[config.mk]
export PLATFORM = sky130hd
export DESIGN_NAME = rpcf_ctrl
export DESIGN_NICKNAME = d
export VERILOG_FILES = /design/src/design/rpcf_pkg.sv /design/src/design/rpcf_ctrl.sv
export SDC_FILE = /design/constraint.sdc
export NUM_CORES = 1
export LEC_CHECK = 0
export BUFFER_PORTS_ARGS = -buffer_cell sky130_fd_sc_hd__buf_2
export CAP_MARGIN = 10
export CORE_AREA = 2 2 39 41
export CTS_CLUSTER_SIZE = 25
export DETAILED_ROUTE_END_ITERATION = 10
export DIE_AREA = 0 0 41 43
export GPL_ROUTABILITY_DRIVEN = 0
export SYNTH_ARGS = -nofsm -noshare
export SYNTH_HDL_FRONTEND = slang
export SYNTH_SLANG_ARGS = --single-unit
[constraint.sdc]
create_clock -name aclk -period 1.2 [get_ports aclk]
set_input_delay 0.06 -clock aclk [delete_from_list [all_inputs] [get_ports aclk]]
set_output_delay 0.06 -clock aclk [all_outputs]
set_load 0.1 [all_outputs]
[src/design/rpcf_pkg.sv]
package rpcf_pkg;

    // Default geometry of the cache.
    localparam int CHUNK_BYTES_DEF = 4096;
    localparam int NUM_SLOTS_DEF   = 64;
    localparam int NUM_CHUNKS_DEF  = 8192;

    // Stream widths, wide enough for the request and result fields.
    localparam int S_TDATA_W = 72;
    localparam int M_TDATA_W = 72;

    // Opcode carried in s_tuser.
    localparam logic OP_MAP_WRITE = 1'b0;
    localparam logic OP_LOOKUP    = 1'b1;

    typedef enum logic [2:0] {
        ST_CLEAR,
        ST_IDLE,
        ST_LOOK,
        ST_EVICT,
        ST_RESP
    } state_t;

    typedef enum logic [1:0] {
        OUT_NONE,
        OUT_LOOK,
        OUT_STAGE,
        OUT_ZERO
    } out_sel_t;

    typedef struct packed {
        logic     clear_write;
        logic     map_write;
        logic     lookup;
        logic     capture;
        logic     commit;
        logic     evict_write;
        logic     stage_zero;
        out_sel_t out_sel;
    } cmd_t;

    typedef struct packed {
        logic clear_last;
        logic hit;
        logic victim_valid;
        logic out_free;
    } sts_t;

    typedef struct packed {
        logic [12:0] evicted_chunk;
        logic        evicted_valid;
        logic [31:0] fill_sector;
        logic        fill_request;
        logic [11:0] offset;
        logic [5:0]  slot;
        logic        hit;
    } result_t;

endpackage

[src/design/rpcf_ctrl.sv]
module rpcf_ctrl (
    input  logic           aclk,
    input  logic           aresetn,
    input  logic           s_tvalid,
    output logic           s_tready,
    input  logic           opcode,
    input  rpcf_pkg::sts_t sts,
    output rpcf_pkg::cmd_t cmd
);
    import rpcf_pkg::*;

    state_t state_reg;
    state_t state_next;
    logic   accept;

    assign s_tready = (state_reg == ST_IDLE);
    assign accept   = s_tvalid && s_tready;

    always_ff @(posedge aclk) begin
        if (!aresetn) begin
            state_reg <= ST_CLEAR;
        end else begin
            state_reg <= state_next;
        end
    end

    always_comb begin
        state_next = state_reg;
        case (state_reg)
            ST_CLEAR: begin
                if (sts.clear_last) begin
                    state_next = ST_IDLE;
                end
            end
            ST_IDLE: begin
                if (accept) begin
                    if (opcode == OP_LOOKUP) begin
                        state_next = ST_LOOK;
                    end else if (!sts.out_free) begin
                        state_next = ST_RESP;
                    end
                end
            end
            ST_LOOK: begin
                if (!sts.hit && sts.victim_valid) begin
                    state_next = ST_EVICT;
                end else if (sts.out_free) begin
                    state_next = ST_IDLE;
                end else begin
                    state_next = ST_RESP;
                end
            end
            ST_EVICT: begin
                state_next = sts.out_free ? ST_IDLE : ST_RESP;
            end
            ST_RESP: begin
                if (sts.out_free) begin
                    state_next = ST_IDLE;
                end
            end
            default: begin
                state_next = ST_IDLE;
            end
        endcase
    end

    always_comb begin
        cmd = '0;
        cmd.out_sel = OUT_NONE;
        case (state_reg)
            ST_CLEAR: begin
                cmd.clear_write = 1'b1;
            end
            ST_IDLE: begin
                if (accept) begin
                    if (opcode == OP_LOOKUP) begin
                        cmd.lookup = 1'b1;
                    end else begin
                        cmd.map_write = 1'b1;
                        if (sts.out_free) begin
                            cmd.out_sel = OUT_ZERO;
                        end else begin
                            cmd.stage_zero = 1'b1;
                        end
                    end
                end
            end
            ST_LOOK: begin
                cmd.capture = 1'b1;
                cmd.commit  = !sts.hit;
                if ((sts.hit || !sts.victim_valid) && sts.out_free) begin
                    cmd.out_sel = OUT_LOOK;
                end
            end
            ST_EVICT: begin
                cmd.evict_write = 1'b1;
                if (sts.out_free) begin
                    cmd.out_sel = OUT_STAGE;
                end
            end
            ST_RESP: begin
                if (sts.out_free) begin
                    cmd.out_sel = OUT_STAGE;
                end
            end
            default: begin
                cmd = '0;
            end
        endcase
    end

endmodule

# Word-level counts from Yosys, hierarchy flattened
# Cells that the tools add are included.
# W data, S select, Z words.
# totals
ff_bits,3
word_cells,41
mem_bits_rw,0
mem_count,0
rom_bits,0
latchBits,0
inputBits,8
out_inout_bits,10
# op_classes
add_sub_neg,0
n_mux,23
n_mul,0
magnitude_cmp,0
n_eq_ne,8
n_reduce_logical,9
n_shift,0
div,0
bitwise,0
# op_table
op,n
$mux W3,9
$pmux W3 S5,1
$mux W2,5
$mux W1,7
$eq A3 B2 Y1 const B,2
$pmux W2 S3,1
$ne A2 B2 Y1 const B,2
$reduce_and A4 Y1,1
$eq A3 B1 Y1 const B,1
$eq A3 B3 Y1 const B,1
$logic_and A1 B1 Y1,3
$logic_not A3 Y1,1
$ne A3 B3 Y1 const B,1
$logic_not A1 Y1,2
$ne A2 B1 Y1 const B,1
$reduce_or A2 Y1,1
$logic_or A1 B1 Y1,1

# Longest topological paths before layout
# Gate-level depths: netlist of run 1.
# logic_depth
depth_word,5
mapped_depth,5
mapped_depth_nobuf,4

# Worst setup path after synthesis of run 1
# No wires, ideal clock.
# synth_timing
kind,reg-to-output
startpoint,register state_reg[1]
endpoint,output cmd[4] (netlist bit)
stages_incl_launch_ff,4
required_ps,1140
n_path_buf,1
slack_ps,-2090
t_arrival_ps,3230
cell_sequence,dfxtp_1 clkbuf_8 nor3b_2 nor2b_1
# synth_rtl
element,line,rtl
"start, declared",rpcf_ctrl.sv:12,state_t state_reg;
"start signal, assigned",rpcf_ctrl.sv:23,state_reg <= state_next;
"end, declared",rpcf_ctrl.sv:8,output rpcf_pkg::cmd_t cmd

==> impl_metrics.env, run 1 <==
export IMPL_post_route_period_util=1.20
export IMPL_power_per_cell_area_mw_per_mm2=871
export IMPL_hpwlAfterDp_um=760
export IMPL_ir_drop_mv=0.655
export IMPL_drive_gt1_frac=0.740
export IMPL_initial_core_util=0.252
export IMPL_status="finished, violations left"
export IMPL_instances_no_fill=89
export IMPL_synth_top_area_share=0.172
export IMPL_wl_per_cell_um=11.2
export IMPL_yosys_top_cells_area="dfxtp_1 (17%), nor3b_2 (11%), clkbuf_8 (7.9%), nor2b_1 (7.2%), o31ai_4 (6.1%)"
export IMPL_drc=0
export IMPL_violations="setup timing"
export IMPL_ys_types=23
export IMPL_io_buffers=17
export IMPL_worstPathMaxFanout=3
export IMPL_die_w_um=41
export IMPL_clkSinkCount=3
export IMPL_design_area_um2=793
export IMPL_utilization=0.573
export IMPL_io_pins=18
export IMPL_wl_um=997
export IMPL_syn_inst=41
export IMPL_tritoncts="done"
export IMPL_antenna_found_initial=0
export IMPL_die_height_um=43
export IMPL_max_freq_mhz=696
export IMPL_rsz0062_at_grt="yes"
export IMPL_fin_skew_ns=0.00511
export IMPL_track_usage=0.135
export IMPL_finalPower_mw=0.691
export IMPL_vias_per_cell=4.54
export IMPL_slew_headroom=0.774
export IMPL_dr_pass1_iters=4
export IMPL_place_ws_ns=-0.0208
export IMPL_grt_pass1_wl_um=1570
export IMPL_worstMarginPinSlew_ns=0.339
export IMPL_row_count=14
export IMPL_synth_seq_cells=3
export IMPL_yosysWarnings=0
export IMPL_synthToLayoutAreaGrowth_pct=127
export IMPL_syn_area_per_cell_um2=8.51
export IMPL_clk_insertion_delay_late_ns=0.24
export IMPL_clk_pin_slew_ns=0.04
export IMPL_grt_max_degree=8
export IMPL_placed_cell_area_um2=687
export IMPL_netlist_area_um2=349
export IMPL_root_buffer="clkbuf_4"
export IMPL_fin_ws_ns=-0.237
export IMPL_drtIter0Drc=16
export IMPL_antenna_cells=0
export IMPL_grt_pass1_vias=402
export IMPL_fin_crit_ns=1.44
export IMPL_setup_viol=11
export IMPL_worstPathArrival_ns=1.38
export IMPL_tns_ns=-1.79
export IMPL_synth_area_leader_cell="dfxtp_1"
export IMPL_largest_register_ff_count=3
export IMPL_fin_nets=82
export IMPL_p_leak_nw=0.325
export IMPL_criticalPathCategory="reg -> out"
export IMPL_hold_buffers=0
export IMPL_die_area_mm2=0.00176
export IMPL_cap_violations=0
export IMPL_yosysSeqAreaShare=0.172
export IMPL_ant_nets=0
export IMPL_vias=404
export IMPL_critPathLaunchType="flip-flop"
export IMPL_grt_overflow_total=0
export IMPL_clk_path_buf_depth=2
export IMPL_hold_class="in -> reg"
export IMPL_synth_fp_nets=49
export IMPL_core_area_mm2=0.00138
export IMPL_finalHoldViolations=0
export IMPL_hold_slack_ns=0.0759
export IMPL_crit_path_end_kind="primary output"
export IMPL_critical_path_required_ns=1.14
export IMPL_h_tree_depth=1
export IMPL_slew_violations=0
export IMPL_cts_buffers=3
export IMPL_dp_cells=80
final timing paths:
kind | start | end | slack [ns] | cells past startpoint
setup / recovery | state_reg[2] | cmd[0] | -0.24 | 5
hold / removal | aresetn | state_reg[2] | 0.08 | 3
setup reg to reg | state_reg[0] | state_reg[2] | -0.07 | 7
hold reg to reg | state_reg[0] | state_reg[0] | 0.63 | 3
critical path, cell delays in order (launching register included):
cell,delay [ns]
dfxtp_2,0.34
nor3b_4,0.21
nand2_2,0.09
o21ai_2,0.07
and4bb_4,0.26
buf_12,0.17
cell usage after synthesis:
cell type	n
nor3b_2	3
mux2_2	1
and2_1	1
o31a_1	1
o311a_1	1
nand2_1	2
nor3_1	2
and4bb_1	1
inv_1	2
o21ai_0	4
mux2i_1	1
and3_2	1
nand2_2	1
nor2b_1	4
and3b_1	1
nor3_2	1
o31ai_4	1
buf_4	1
a21oi_1	3
clkbuf_8	2
nor2_1	3
nor3b_1	1
dfxtp_1	3
layout by cell type, fill, tap and decap left out, drive strengths merged:
cell type / synthesis / routed
o311a: 1 / 1
and2: 1 / 1
a21oi: 3 / 3
and3: 1 / 1
clkinvlp: 0 / 1
nor2: 3 / 3
o31a: 1 / 1
mux2i: 1 / 1
dfxtp: 3 / 3
o21ai: 4 / 4
mux2: 1 / 1
buf: 1 / 31
nor2b: 4 / 4
inv: 2 / 1
nand2: 3 / 3
nor3b: 4 / 4
and3b: 1 / 1
nor3: 3 / 3
and4bb: 1 / 1
clkbuf: 2 / 4
o31ai: 1 / 1
report_power, final:
part           switching, mW  internal [mW]
Sequential           0.00648          0.105
Combinational          0.220          0.174
Clock                 0.0611          0.125
Total                  0.287          0.404
area by class of cell:
| cell class | instances | area (um^2) |
|---|---|---|
| Clock buffer | 4 | 26.3 |
| Timing Repair Buffer | 31 | 360 |
| Multi-Input combinational cell | 33 | 307 |
| Inverter | 2 | 11.3 |
| Sequential cell | 3 | 68.8 |
| Tap cell | 16 | 20.0 |
| Fill cell | 119 | 591 |
routing by layer:
metal	vias to the layer above	GRT usage	wire, um
met4	0	0.0800	17
li1	211	-	-
met5	-	0	0
met1	178	0.160	404
met2	13	0.206	508
met3	2	0.0366	67
what timing repair did:
item	4_1_cts	5_1_grt
hold endpoints to repair	0	0
buffers inserted	2	3
gates resized for setup	6	3
pin swaps	2	2
setup endpoints to repair	10	13
kinds of logic after synthesis:
family,after synthesis,share of synthesized area
and+or+nand+nor,21,0.430
AOI/OAI and AO/OA,10,0.215
buffers and inverters,5,0.122
DFF,3,0.172
muxes,2,0.0609
No activity file was read; power rests on OpenSTA's default activity.
==> inputs of run 2 (changes only) <==
- SETUP_SLACK_MARGIN: not set -> 0.5
==> impl_metrics.env, run 2 (synthesis results as in run 1) <==
export IMPL_status="finished, violations left"
export IMPL_violations="setup timing"
export IMPL_initial_core_util=0.252
export IMPL_swShare=0.418
export IMPL_die_height_um=43
export IMPL_ant_nets=0
export IMPL_crit_path_end_kind="primary output"
export IMPL_io_buffers=17
export IMPL_post_route_period_util=1.20
export IMPL_vias=407
export IMPL_die_area_mm2=0.00176
export IMPL_die_w_um=41
export IMPL_design_area_um2=777
export IMPL_critical_path_required_ns=1.14
export IMPL_hold_class="in -> reg"
export IMPL_core_area_mm2=0.00138
export IMPL_setup_viol=10
export IMPL_finalHoldViolations=0
export IMPL_antenna_cells=0
export IMPL_hold_path_end="state_reg[2]"
export IMPL_hpwlAfterDp_um=772
export IMPL_cap_violations=0
export IMPL_rr_startpoint="state_reg[1]"
export IMPL_holdPathStages=3
export IMPL_clk_insertion_delay_late_ns=0.24
export IMPL_worstPathMaxFanout=3
export IMPL_grt_pass1_wl_um=1600
export IMPL_wl_per_cell_um=10.6
export IMPL_critPathLaunchType="flip-flop"
export IMPL_synthToLayoutAreaGrowth_pct=123
export IMPL_drive_gt1_frac=0.722
export IMPL_dr_pass1_iters=1
export IMPL_ir_drop_mv=0.581
export IMPL_tns_ns=-1.42
export IMPL_largest_register_ff_count=3
export IMPL_h_tree_depth=1
export IMPL_grt_max_degree=9
export IMPL_drc=0
export IMPL_fin_ws_ns=-0.239
export IMPL_dp_cells=80
export IMPL_placed_cell_area_um2=692
export IMPL_pwr_share_clk=0.270
export IMPL_track_usage=0.126
export IMPL_wl_um=933
export IMPL_worstMarginPinSlew_ns=0.266
export IMPL_slew_headroom=0.823
export IMPL_power_frac_seq=0.165
export IMPL_grt_overflow_total=0
export IMPL_utilization=0.561
export IMPL_vias_per_cell=4.63
export IMPL_row_count=14
export IMPL_clk_pin_slew_ns=0.04
export IMPL_r2r_slack_ns=0
export IMPL_fin_nets=81
export IMPL_instances_no_fill=88
export IMPL_drtIter0Drc=0
export IMPL_worstPathArrival_ns=1.38
export IMPL_combPwrFrac=0.565
export IMPL_p_sw_mw=0.282
export IMPL_hold_start="aresetn"
export IMPL_antenna_found_initial=0
export IMPL_cell_internal_pwr_mw=0.393
export IMPL_fin_skew_ns=0.0108
export IMPL_hold_buffers=0
export IMPL_power_per_cell_area_mw_per_mm2=870
export IMPL_place_ws_ns=-0.0163
export IMPL_criticalPathCategory="reg -> out"
export IMPL_clkSinkCount=3
export IMPL_rsz0062_at_grt="yes"
export IMPL_grt_pass1_vias=381
export IMPL_io_pins=18
export IMPL_p_leak_nw=0.317
export IMPL_slew_violations=0
export IMPL_root_buffer="clkbuf_4"
export IMPL_rr_endpoint="state_reg[0]"
export IMPL_clk_path_buf_depth=2
export IMPL_tritoncts="done"
export IMPL_final_cell_mix="buf_12 (10), buf_4 (10), buf_2 (7)"
export IMPL_cts_buffers=3
export IMPL_r2r_cells=4
export IMPL_max_freq_mhz=695
export IMPL_fin_crit_ns=1.44
## run 2: repair_timing
action,CTS,global route
pin swaps,5,2
setup buffers,3,1
endpoints found under the setup margin,13,13
gates resized for setup,5,3
## run 2: worst max-delay path, stage by stage, from the launching register on
cell	delay (ns)
dfxtp_4	0.35
nor3b_4	0.21
nand2_2	0.08
o21ai_2	0.06
and4bb_4	0.26
buf_12	0.17
## run 2: power by group through the flow
stage / sequential (mW) / clock, mW / combinational, mW
5_1_grt: 0.113 / 0.198 / 0.400
6_report: 0.111 / 0.183 / 0.382
3_5_place_dp: 0.118 / 0 / 0.349
3_3_place_gp: 0.117 / 0 / 0.346
4_1_cts: 0.113 / 0.186 / 0.376
2_1_floorplan: 0.114 / 0 / 0.228
## run 2: layout make-up
cell class,instances,area (um^2)
multi-input cells,33,304
repair buffers,30,344
clock buffers,4,26.3
fillers,127,607
well taps,16,20.0
flip-flops and latches,3,71.3
inverters,2,11.3
## run 2: stage by stage
step	hold WS (ns)	power (mW)
final	0.0682	0.676
after global routing	0.0786	0.712
after CTS	0.0743	0.674
after detailed placement	0.324	0.466
after global placement	0.327	0.462
after floorplan	0.122	0.342
## run 2: how the worst max path moves through the flow
| stage | startpoint | endpoint | slack (ns) |
|---|---|---|---|
| 4_1_cts | state_reg[0] | cmd[0] | -0.24 |
| 2_1_floorplan | state_reg[1] | cmd[4] | -0.93 |
| 6_report | state_reg[2] | cmd[0] | -0.24 |
| 5_1_grt | state_reg[0] | cmd[0] | -0.31 |
| 3_3_place_gp | state_reg[0] | cmd[0] | 0.02 |
| 3_5_place_dp | state_reg[0] | cmd[0] | -0.02 |
## run 2: routing by layer
metal / vias up / wire, um / part of all wire / global-route usage
met3: 2 / 62 / 0.066 / 0.0366
met2: 18 / 444 / 0.48 / 0.197
met4: 0 / 12 / 0.013 / 0.0333
met5: - / 0 / 0 / 0
li1: 207 / - / - / -
met1: 180 / 414 / 0.44 / 0.163
